$ cat src/rtl/function_dataflow_tracker_unit_assert.svh
// assertion macros for the dataflow tracker
`ifndef FUNCTION_DATAFLOW_TRACKER_UNIT_ASSERT_SVH
`define FUNCTION_DATAFLOW_TRACKER_UNIT_ASSERT_SVH

// same-cycle implication
`define FDT_ASSERT_NOW(lbl, ante, cons) \
    lbl: assert property (@(posedge i_clk) disable iff (!i_rst_n) (ante) |-> (cons)) \
        else $error("fdt check failed");

// next-cycle implication
`define FDT_ASSERT_NEXT(lbl, ante, cons) \
    lbl: assert property (@(posedge i_clk) disable iff (!i_rst_n) (ante) |=> (cons)) \
        else $error("fdt check failed");

`endif

$ cat src/rtl/fdt_pkg.sv
// types and constants shared by the dataflow tracker modules
`default_nettype none
package fdt_pkg;

    localparam logic [2:0] REQ_ENTER  = 3'd0;
    localparam logic [2:0] REQ_EXIT   = 3'd1;
    localparam logic [2:0] REQ_READ   = 3'd2;
    localparam logic [2:0] REQ_WRITE  = 3'd3;
    localparam logic [2:0] REQ_TICK   = 3'd4;
    localparam logic [2:0] REQ_RDPAIR = 3'd5;
    localparam logic [2:0] REQ_RDCNT  = 3'd6;

    localparam int          PADDR_W  = 3;
    localparam logic [2:0]  ADDR_EN  = 3'd0;

    typedef struct packed {
        logic [2:0]  req_type;
        logic [4:0]  func_id;
        logic [63:0] mem_addr;
        logic [6:0]  access_size;
        logic [5:0]  entry_index;
    } t_in;

    typedef struct packed {
        logic        new_edge;
        logic [4:0]  caller_id;
        logic [4:0]  callee_id;
        logic        pair_valid;
        logic [4:0]  producer_id;
        logic [4:0]  consumer_id;
        logic [31:0] pair_bytes;
        logic [31:0] instr_total;
        logic        overflow;
    } t_out;

    typedef enum logic [2:0] {
        OP_NOP, OP_ENTER, OP_EXIT, OP_READ, OP_WRITE, OP_TICK, OP_RDPAIR, OP_RDCNT
    } t_op;

    typedef struct packed {
        t_op         op;
        logic [4:0]  fn;
        logic [63:0] addr;
        logic [6:0]  size;
        logic [5:0]  idx;
    } t_qitem;

    typedef enum logic [2:0] {
        S_IDLE, S_TOP, S_EDGE, S_SHADOW, S_PAIR, S_RDP, S_OUT
    } t_bstate;

    typedef struct packed {
        logic [63:0] addr;
        logic [4:0]  writer;
        logic [4:0]  reader;
    } t_shadow;

    typedef struct packed {
        logic [4:0]  prod;
        logic [4:0]  cons;
        logic [31:0] total;
    } t_pair;

    typedef struct packed {
        logic [4:0] caller;
        logic [4:0] callee;
    } t_edge;

endpackage
`default_nettype wire

$ cat src/rtl/fdt_front.sv
// front end: request classification and two-entry queue
`default_nettype none
module fdt_front import fdt_pkg::*; (
    input  wire logic   i_clk,
    input  wire logic   i_rst_n,
    input  wire logic   i_en,
    input  wire logic   i_valid,
    output logic        o_stall,
    input  wire t_in    i_in,
    output logic        o_q_vld,
    output t_qitem      o_q,
    input  wire logic   i_q_pop
);

    t_qitem     r_qm [2];
    logic       r_wp, r_rp;
    logic [1:0] r_cnt;
    t_qitem     cls;
    logic       push;

    always_comb begin
        cls.fn   = i_in.func_id;
        cls.addr = i_in.mem_addr;
        cls.size = i_in.access_size;
        cls.idx  = i_in.entry_index;
        case (i_in.req_type)
            REQ_ENTER:  cls.op = i_en ? OP_ENTER : OP_NOP;
            REQ_EXIT:   cls.op = i_en ? OP_EXIT  : OP_NOP;
            REQ_READ:   cls.op = i_en ? OP_READ  : OP_NOP;
            REQ_WRITE:  cls.op = i_en ? OP_WRITE : OP_NOP;
            REQ_TICK:   cls.op = i_en ? OP_TICK  : OP_NOP;
            REQ_RDPAIR: cls.op = OP_RDPAIR;
            REQ_RDCNT:  cls.op = OP_RDCNT;
            default:    cls.op = OP_NOP;
        endcase
    end

    assign o_stall = (r_cnt == 2'd2);
    assign push    = i_valid && !o_stall;
    assign o_q_vld = (r_cnt != 2'd0);
    assign o_q     = r_qm[r_rp];

    always_ff @(posedge i_clk) begin
        if (!i_rst_n) begin
            r_wp  <= 1'b0;
            r_rp  <= 1'b0;
            r_cnt <= 2'd0;
        end else begin
            if (push) r_wp <= ~r_wp;
            if (i_q_pop) r_rp <= ~r_rp;
            r_cnt <= r_cnt + 2'(push) - 2'(i_q_pop);
        end
    end

    always_ff @(posedge i_clk) begin
        if (push) r_qm[r_wp] <= cls;
    end

endmodule
`default_nettype wire

$ cat config.mk
export PLATFORM = sky130hd
export DESIGN_NAME = fdt_front
export DESIGN_NICKNAME = d
export VERILOG_FILES = /design/src/rtl/function_dataflow_tracker_unit_assert.svh /design/src/rtl/fdt_pkg.sv /design/src/rtl/fdt_front.sv
export SDC_FILE = /design/constraint.sdc
export NUM_CORES = 1
export LEC_CHECK = 0
export BUFFER_PORTS_ARGS = -buffer_cell sky130_fd_sc_hd__buf_2
export CELL_PAD_IN_SITES_DETAIL_PLACEMENT = 0
export CELL_PAD_IN_SITES_GLOBAL_PLACEMENT = 1
export CORE_MARGIN = 2
export CORE_UTILIZATION = 40
export CTS_BUF_LIST = sky130_fd_sc_hd__clkbuf_2 sky130_fd_sc_hd__clkbuf_4 sky130_fd_sc_hd__clkbuf_8
export CTS_CLUSTER_DIAMETER = 60
export CTS_CLUSTER_SIZE = 8
export DETAILED_ROUTE_END_ITERATION = 12
export PLACE_DENSITY = 0.78
export SLEW_MARGIN = 10
export SYNTH_ARGS = -nofsm -noshare
export SYNTH_HDL_FRONTEND = slang
export SYNTH_SLANG_ARGS = --single-unit
$ cat constraint.sdc
create_clock -name i_clk -period 6.7 [get_ports i_clk]
set_input_delay 1.34 -clock i_clk [delete_from_list [all_inputs] [get_ports i_clk]]
set_output_delay 1.34 -clock i_clk [all_outputs]
set_load 0.005 [all_outputs]
==> key figures, run 1 <==
Synthesis
  • Top_reg_cell synth: edfxtp_1
  • Area contributors post-synth: edfxtp_1 (80%), mux2_1 (8.8%), mux2_2 (6.1%)
  • Yosys top cell area share: 79.52%
  • Post-Syn Instances: 299
  • Area leader, netlist: edfxtp_1
  • Post-synthesis sequential area ratio: 81.08%
  • Share of flip-flops with an asynchronous set or reset: 0%
  • Mapped Avg Cell Area: 21.47 sq um
  • Post-synth EDFFs: 170
  • Post-synth cell types: 24
  • Warnings from Yosys: 0
  • Post-synthesis register bit count: 175
  • Mapped Area: 0.006420 sq mm
  • Mapped Nets: 391

Clocking
  • CTS tree: built
  • CTS resizes: 0
  • Clk slew on worst S/H paths: 0.07 ns
  • Num CTS Buffers: 17
  • Setup Fix Bufs, Post-CTS: 0
  • Clock Latency Late Sink: 0.44 ns
  • H-tree depth: 4
  • Hold Buf Count CTS: 0
  • CTS Sinks: 175
  • Root Buffer: clkbuf_8
  • CTS max path bufs: 2

Finish
  • ANT cells: 0
  • Final instance area: 0.007889 sq mm
  • Fillers: 1368
  • Highest-count cells in the layout ignoring fill and taps: buf_2 (176), edfxtp_1 (170), mux2_1 (50)
  • Area added between synthesis and finish: 22.88%
  • Share of cells above drive strength 1: 49.20%
  • Fin util: 50.02%
  • Commonest non-fill, non-tap cell in the layout: buf_2
  • Nets: 580

GRT
  • Initial antenna violation count: 0
  • Largest net degree at the start of global routing: 86
  • Vias in the first global route: 3476
  • Tot GR Track Use: 13.43%
  • First-pass GRT wire length: 16880 microns
  • Grt total ovfl: 0

STA
  • Slew Limit Fails: 0
  • Worst-Margin Slew: 1.144 ns
  • Clock Skew: 0.009618 ns
  • Final cycle utilization of the critical path: 53.23%
  • Final setup TNS: 0 ns
  • Max_slew headroom: 23.72%
  • Setup violators final: 0
  • Final min period: 3.567 ns
  • RSZ-0062 raised after global routing: no
  • FMAX: 280.4 MHz
  • Endpoints failing hold: 0

Power
  • VDD IR max: 142.0 uV
  • PD cells: 297.6 mW/mm^2
  • Pleak: 2.953 nW

Die
  • IO Pins: 177
  • Die Width: 130.7 microns
  • Die Area: 0.01708 sq mm
  • Initial Utilization: 40.71%
  • Std cell rows: 46
  • Standard cell core area: 0.01577 sq mm
  • Chip Height: 130.7 microns

Placement
  • Post-Place Cell Area: 0.007531 sq mm
  • Gpl congestion: 0.6626
  • I/O Buffers: 176
  • DP Wirelength: 7209 microns

Routing
  • Vias per Instance: 4.658
  • Via count: 3326
  • Starting DRT DRC Count: 175
  • WL/cell: 15.81 microns
  • Drt total wl: 11290 microns
  • DRC viols: 0
  • Antenna Violating Nets Remaining: 0
  • Pre-antenna DRT Iters: 4

Critical path
  • Worst path cell trace: buf_4 > mux2_2 > buf_2
  • Max incr delay on CP: 0.84 ns
  • Crit-path slowest cell: buf_4
  • Crit path DAT: 2.23 ns
  • Worst Path Max Fanout: 85
  • WS Path Type: flip-flop to output port
  • Worst EP required: 5.36 ns
  • CP endpoint kind: output port
  • CP Launch Type: flip-flop

Run status
  • Status: finished, final reports clean

Run
  • Max-cap violations: 0

Min path
  • HP Class: flip-flop to flip-flop
[metal layers]
| metal | wire length (microns) | GRT usage (%) | up-vias |
|---|---|---|---|
| met4 | 151 | 6.258 | 0 |
| met2 | 5471 | 22.09 | 127 |
| met3 | 963 | 5.945 | 14 |
| met1 | 4702 | 15.11 | 1638 |
| met5 | 0 | 0 | - |
| li1 | - | - | 1547 |
[per-stage QoR]
stage	hold WS [ns]	setup WS (ns)	std cells	power, mW
after CTS	0.5324	3.042	714	2.381
after global routing	0.5719	2.962	714	2.464
final	0.5267	3.133	714	2.348
after global placement	0.4919	3.342	685	1.694
after floorplan	0.4549	1.195	299	1.557
after detailed placement	0.5079	3.312	685	1.705
[layout make-up]
class / instances / area, sq um / area share, %
clock inverters: 8 / 93.84 / 1.190
inverters: 3 / 11.26 / 0.1427
repair buffers: 179 / 903.4 / 11.45
multi-input cells: 112 / 1137 / 14.42
well taps: 216 / 270.3 / 3.426
flip-flops and latches: 175 / 5209 / 66.03
clock buffers: 21 / 264.0 / 3.347
[worst max-delay path, delay by kind of cell (launching register included)]
kind	cells	cell delay [ns]
buffers and inverters	2	0.97
flip-flops	1	0.33
multiplexers	1	0.41
[path summary, 6_finish.rpt]
kind | startpoint | end | slack (ns) | cells past startpoint
worst max-delay path | flip-flop | o_q[84] | 3.13 | 3
worst min-delay path | r_rp$_SDFFE_PN0P_ | flip-flop | 0.53 | 2
worst max register to register | r_cnt[0]$_SDFF_PN0_ | r_qm[0][62]$_DFFE_PP_ | 4.28 | 4
worst min register to register | r_rp$_SDFFE_PN0P_ | flip-flop | 0.53 | 2
[power breakdown]
part           internal (mW)  switching [mW]
sequential              1.33          0.0231
combinational          0.143           0.171
clock                  0.338           0.338
[sequential cells by signal, summed over array words and instances, names as in the netlist, named ones only]
register and flops:
r_cnt 2, r_qm 170, r_rp 1, r_wp 1
[cells in the mapped netlist (2+ instances only)]
master	count
mux2_1	50
nor2_1	5
and2_1	2
buf_2	3
a21oi_1	2
nand2_1	2
o21ai_0	3
mux2_2	35
inv_1	3
nand2b_1	2
edfxtp_1	170
dfxtp_1	5
buf_6	5
ha_1	2
[cell families after synthesis]
family	Yosys count	synth area share [%]
mux	86	15.07
fa+ha+maj	2	0.3897
buf+inv	12	1.403
simple gates	16	1.306
flops	175	81.08
compound gates	6	0.4872
xor+xnor	2	0.2729
Note: power is estimated with default switching activity, not from simulation.
==> inputs of run 2 (changes only) <==
Settings changed: PLACE_DENSITY 0.78 to 0.81.
Clock period 6.7 ns to 3 ns, I/O delays scaled along.
==> key figures, run 2 (synthesis results as in run 1) <==
Run status
  • Status: finished, final reports clean

Run
  • Max-cap violations: 0 (unchanged)

STA
  • Setup violators final: 0 (unchanged)
  • Worst-Margin Slew: 0.6401 ns (-0.5041 ns)
  • Endpoints failing hold: 0 (unchanged)
  • Min Hold Slack: 0.3259 ns (-0.2008 ns)
  • Slew Limit Fails: 0 (unchanged)
  • Max_slew headroom: 57.33% (+34 points)
  • Final cycle utilization of the critical path: 82.15%
  • RSZ-0062 raised after global routing: no
  • Clock Skew: 0.009251 ns (-0.0003671 ns)
  • Final setup TNS: 0 ns (unchanged)
  • FMAX: 405.8 MHz
  • Final min period: 2.465 ns

Power
  • Pleak: 2.979 nW (+0.89%)
  • Power, Total: 5.321 mW (+130%)
  • VDD IR max: 283.8 uV (+100%)
  • PD cells: 668.7 mW/mm^2 (+120%)

GRT
  • GR Util met2: 22.24% (+0.15 points)
  • Met3 GRT Util: 5.415% (-0.53 points)
  • Initial antenna violation count: 1 (+1)
  • Gr busiest metal: met2
  • Met1 Usage GRT: 14.97% (-0.14 points)
  • First-pass GRT wire length: 16830 microns (-0.33%)
  • Largest net degree at the start of global routing: 52 (-40%)
  • Vias in the first global route: 3451 (-0.72%)
  • Grt total ovfl: 0 (unchanged)
  • Tot GR Track Use: 13.49% (+0.056 points)

Finish
  • Commonest non-fill, non-tap cell in the layout: buf_2
  • Highest-count cells in the layout ignoring fill and taps: buf_2 (176), edfxtp_1 (170), mux2_1 (50)
  • Fillers: 1350 (-1.3%)
  • Final instance area: 0.007958 sq mm (+0.87%)
  • Nets: 582 (+0.34%)
  • ANT cells: 0 (unchanged)
  • Max reg flops: 170 (unchanged)
  • Most flops, register: r_qm
  • Largest regs: r_qm (170), r_cnt (2)
  • Share of cells above drive strength 1: 50.10% (+0.90 points)
  • Non-filler cells, final: 719 (+0.70%)
  • Area added between synthesis and finish: 23.95%

Routing
  • Pre-antenna DRT Iters: 4 (unchanged)
  • Vias per Instance: 4.636 (-0.49%)
  • DRC viols: 0 (unchanged)
  • Drt total wl: 11570 microns (+2.5%)
  • Antenna Violating Nets Remaining: 0 (unchanged)
  • Starting DRT DRC Count: 122 (-30%)
  • WL/cell: 16.10 microns (+1.8%)
  • Via count: 3333 (+0.21%)

Die
  • Standard cell core area: 0.01577 sq mm (unchanged)
  • IO Pins: 177 (unchanged)
  • Std cell rows: 46 (unchanged)
  • Die Area: 0.01708 sq mm (unchanged)
  • Die Width: 130.7 microns (unchanged)
  • Chip Height: 130.7 microns (unchanged)
  • Initial Utilization: 40.71% (unchanged)

Placement
  • DP Wirelength: 7783 microns (+8.0%)
  • I/O Buffers: 176 (unchanged)
  • Post-Place Cell Area: 0.007571 sq mm (+0.53%)
  • Placed instance count: 687 (+0.29%)
  • Gpl congestion: 0.7171 (+8.2%)

Clocking
  • H-tree depth: 4 (unchanged)
  • Root Buffer: clkbuf_8
  • CTS tree: built
  • Clk slew on worst S/H paths: 0.09 ns (+0.02 ns)
  • CTS max path bufs: 2 (unchanged)
  • Clock Latency Late Sink: 0.45 ns (about the same)
  • CTS Sinks: 175 (unchanged)
  • Hold Buf Count CTS: 0 (unchanged)
  • Setup Fix Bufs, Post-CTS: 0 (unchanged)
  • Num CTS Buffers: 17 (unchanged)
  • CTS resizes: 0 (unchanged)

Critical path
  • WS Path Type: flip-flop to output port
  • CP Launch Type: flip-flop
  • CP endpoint kind: output port
  • Crit path DAT: 1.86 ns (-0.37 ns)
  • Worst EP required: 2.40 ns (-2.96 ns)
  • Worst Path Max Fanout: 22 (-74%)

Min path
  • HP Class: primary input to flip-flop
## run 2: cell count changes in the layout (fill, tap and decap cells not counted), sizes merged
| cell | delta |
|---|---|
| clkinvlp | +2 |
| buf | +2 |
| inv | +3 |
| clkbuf | -2 |
## run 2: layout make-up
| class | instances | area (sq um) | share of cell area, % |
|---|---|---|---|
| Clock inverter | 13 | 137.6 | 1.730 |
| Sequential cell | 175 | 5209 | 65.46 |
| Inverter | 3 | 11.26 | 0.1415 |
| Clock buffer | 19 | 249.0 | 3.129 |
| Multi-Input combinational cell | 112 | 1137 | 14.29 |
| Timing Repair Buffer | 181 | 943.4 | 11.86 |
| Tap cell | 216 | 270.3 | 3.396 |
## run 2: layer usage
| layer | vias to the layer above | wire length [microns] |
|---|---|---|
| met4 | 2 | 306 |
| met5 | - | 17 |
| met3 | 26 | 738 |
| met1 | 1644 | 4634 |
| li1 | 1551 | - |
| met2 | 110 | 5876 |
## run 2: power by group
part / total [mW] / leakage, nW / internal (mW) / switching [mW]
Sequential: 3.05 / 1.63 / 2.98 / 0.0677
Clock: 1.58 / 0.193 / 0.759 / 0.818
Combinational: 0.699 / 1.16 / 0.330 / 0.369
## run 2: worst max-delay path, stage by stage (launching register included)
cell	delay, ns
dfxtp_4	0.54
buf_4	0.35
mux2_2	0.38
buf_2	0.13
## run 2: final timing paths
| kind | end | start | cells past startpoint | slack [ns] |
|---|---|---|---|---|
| worst min-delay path | r_qm[0][78]$_DFFE_PP_ | i_in[78] | 1 | 0.33 |
| worst max register to register | r_qm[1][42]$_DFFE_PP_ | r_cnt[0]$_SDFF_PN0_ | 3 | 1.21 |
| worst min register to register | flip-flop | r_rp$_SDFFE_PN0P_ | 2 | 0.53 |
| worst max-delay path | o_q[30] | flip-flop | 3 | 0.54 |
## run 2: metrics by stage
step | utilization (%) | worst slack [ns]
after CTS | 50.46 | 0.4617
after global routing | 50.46 | 0.4195
after global placement | 48.01 | 1.023
final | 50.46 | 0.5354
after detailed placement | 48.01 | 0.9836
after floorplan | - | 0.6000
==> inputs of run 3 (changes only) <==
Clock period 3 ns to 2.1 ns, I/O delays scaled along.
==> key figures, run 3 (synthesis results as in run 1) <==
Power
  • Power, Total: 7.593 mW (+43%)
  • PD cells: 940.4 mW/mm^2 (+41%)
  • Pleak: 3.044 nW (+2.2%)
  • VDD IR max: 482.6 uV (+70%)

STA
  • Clock Skew: 0.008050 ns (-0.001201 ns)
  • RSZ-0062 raised after global routing: yes
  • Slew Limit Fails: 0 (unchanged)
  • Final cycle utilization of the critical path: 95.43%
  • Endpoints failing hold: 0 (unchanged)
  • Max_slew headroom: 66.66% (+9.3 points)
  • Min Hold Slack: 0.1691 ns (-0.1568 ns)
  • Setup violators final: 0 (unchanged)
  • Final min period: 2.004 ns
  • Worst-Margin Slew: 0.5000 ns (-0.1400 ns)
  • FMAX: 499.0 MHz

Critical path
  • Max incr delay on CP: 0.45 ns (-0.09 ns)
  • CP Launch Type: flip-flop
  • Reg-to-Reg Start: r_cnt[0]$_SDFF_PN0_
  • Worst EP required: 1.68 ns (-0.72 ns)
  • Worst Path Max Fanout: 24 (+9.1%)
  • Worst path cell trace: buf_12 > mux2_1 > buf_2
  • CP endpoint: o_q[50]
  • Reg2reg end: r_cnt[1]$_SDFF_PN0_
  • CP endpoint kind: output port
  • R2R cell count: 8 (+5)
  • Reg2reg setup slack: 0.54 ns (-0.67 ns)
  • Crit-path slowest cell: dfxtp_4
  • Crit path DAT: 1.58 ns (-0.28 ns)
  • WS Path Type: flip-flop to output port

GRT
  • Initial antenna violation count: 0 (-1)
  • Gr busiest metal: met2
  • GR Util met2: 23.74% (+1.5 points)
  • First-pass GRT wire length: 17300 microns (+2.8%)
  • Met1 Usage GRT: 15.21% (+0.23 points)
  • Vias in the first global route: 3516 (+1.9%)
  • Largest net degree at the start of global routing: 50 (-3.8%)
  • Tot GR Track Use: 13.68% (+0.19 points)
  • Met3 GRT Util: 5.700% (+0.29 points)
  • Grt total ovfl: 0 (unchanged)

Clocking
  • Hold Buf Count CTS: 0 (unchanged)
  • H-tree depth: 4 (unchanged)
  • CTS tree: built
  • CTS max path bufs: 2 (unchanged)
  • CTS Sinks: 175 (unchanged)
  • Clock Latency Late Sink: 0.43 ns (-0.02 ns)
  • Clk slew on worst S/H paths: 0.08 ns (about the same)
  • Num CTS Buffers: 17 (unchanged)
  • Root Buffer: clkbuf_8

Routing
  • WL/cell: 16.19 microns (+0.59%)
  • Vias per Instance: 4.666 (+0.66%)
  • Drt total wl: 11740 microns (+1.4%)
  • Via count: 3383 (+1.5%)
  • Antenna Violating Nets Remaining: 0 (unchanged)
  • DRC viols: 0 (unchanged)
  • Pre-antenna DRT Iters: 4 (unchanged)
  • Starting DRT DRC Count: 102 (-16%)

Die
  • Chip Height: 130.7 microns (unchanged)
  • Standard cell core area: 0.01577 sq mm (unchanged)
  • Die Width: 130.7 microns (unchanged)
  • Die Area: 0.01708 sq mm (unchanged)
  • IO Pins: 177 (unchanged)
  • Initial Utilization: 40.71% (unchanged)
  • Std cell rows: 46 (unchanged)

Finish
  • Commonest non-fill, non-tap cell in the layout: buf_2
  • Max reg flops: 170 (unchanged)
  • Final instance area: 0.008074 sq mm (+1.5%)
  • Area added between synthesis and finish: 25.76%
  • ANT cells: 0 (unchanged)
  • Nets: 591 (+1.5%)
  • Share of cells above drive strength 1: 51.08% (+0.98 points)
  • Most flops, register: r_qm
  • Largest regs: r_qm (170), r_cnt (2)
  • Highest-count cells in the layout ignoring fill and taps: buf_2 (176), edfxtp_1 (170), mux2_1 (50)

Min path
  • Hold_sp: i_in[14]
  • WHS Path Cells: 1 (unchanged)
  • HP Class: primary input to flip-flop

Run status
  • Status: finished, final reports clean

Run
  • Max-cap violations: 0 (unchanged)

Placement
  • DP Wirelength: 8048 microns (+3.4%)
  • Gpl congestion: 0.7055 (-1.6%)
  • I/O Buffers: 176 (unchanged)
  • Post-Place Cell Area: 0.007682 sq mm (+1.5%)
[run 3: where the power goes]
| group | total, mW | internal (mW) | switching [mW] |
|---|---|---|---|
| clock | 2.16 | 1.10 | 1.07 |
| combinational | 1.09 | 0.529 | 0.557 |
| sequential | 4.34 | 4.25 | 0.0900 |
[run 3: metal layers]
metal	wire length (microns)	vias to the layer above
met5	0	-
met2	6129	108
li1	-	1575
met3	793	11
met1	4672	1689
met4	144	0
[run 3: worst min path at each step]
stage                                        to  slack [ns]
final                     r_qm[0][14]$_DFFE_PP_        0.17
after global routing      r_qm[1][72]$_DFFE_PP_        0.12
after CTS                 r_qm[1][72]$_DFFE_PP_        0.12
after detailed placement              flip-flop        0.51
after global placement                flip-flop        0.49
after floorplan                       flip-flop        0.48
[run 3: layout make-up]
| type | count | area, sq um |
|---|---|---|
| multi-input combinational | 112 | 1156 |
| clock buffer | 22 | 271.5 |
| fill | 1356 | 7696 |
| tap | 216 | 270.3 |
| timing repair buffer | 190 | 1065 |
| inverter | 3 | 11.26 |
| clock inverter | 7 | 90.09 |
| sequential | 175 | 5210 |
[run 3: critical path: cells and delay by family, from the launching register on]
kind,cells,cell delay [ns]
mux,1,0.35
buf+inv,2,0.34
flops,1,0.45
[run 3: through the flow]
step / setup WS [ns] / cells / utilization, % / TNS, ns
final: 0.09607 / 725 / 51.20 / 0
after global routing: -0.004189 / 725 / 51.20 / -0.009699
after CTS: 0.03209 / 725 / 51.15 / 0
after detailed placement: 0.3684 / 693 / 48.71 / 0
after global placement: 0.3741 / 693 / 48.71 / 0
after floorplan: -0.08708 / 299 / - / -7.402
[run 3: what timing repair did]
action | 4_1_cts | 5_1_grt
buffers inserted | 3 | 0
gates resized for setup | 0 | 2
setup endpoints to repair | 68 | 5
endpoints found under the hold margin | 0 | 0
pin swaps | 0 | 0
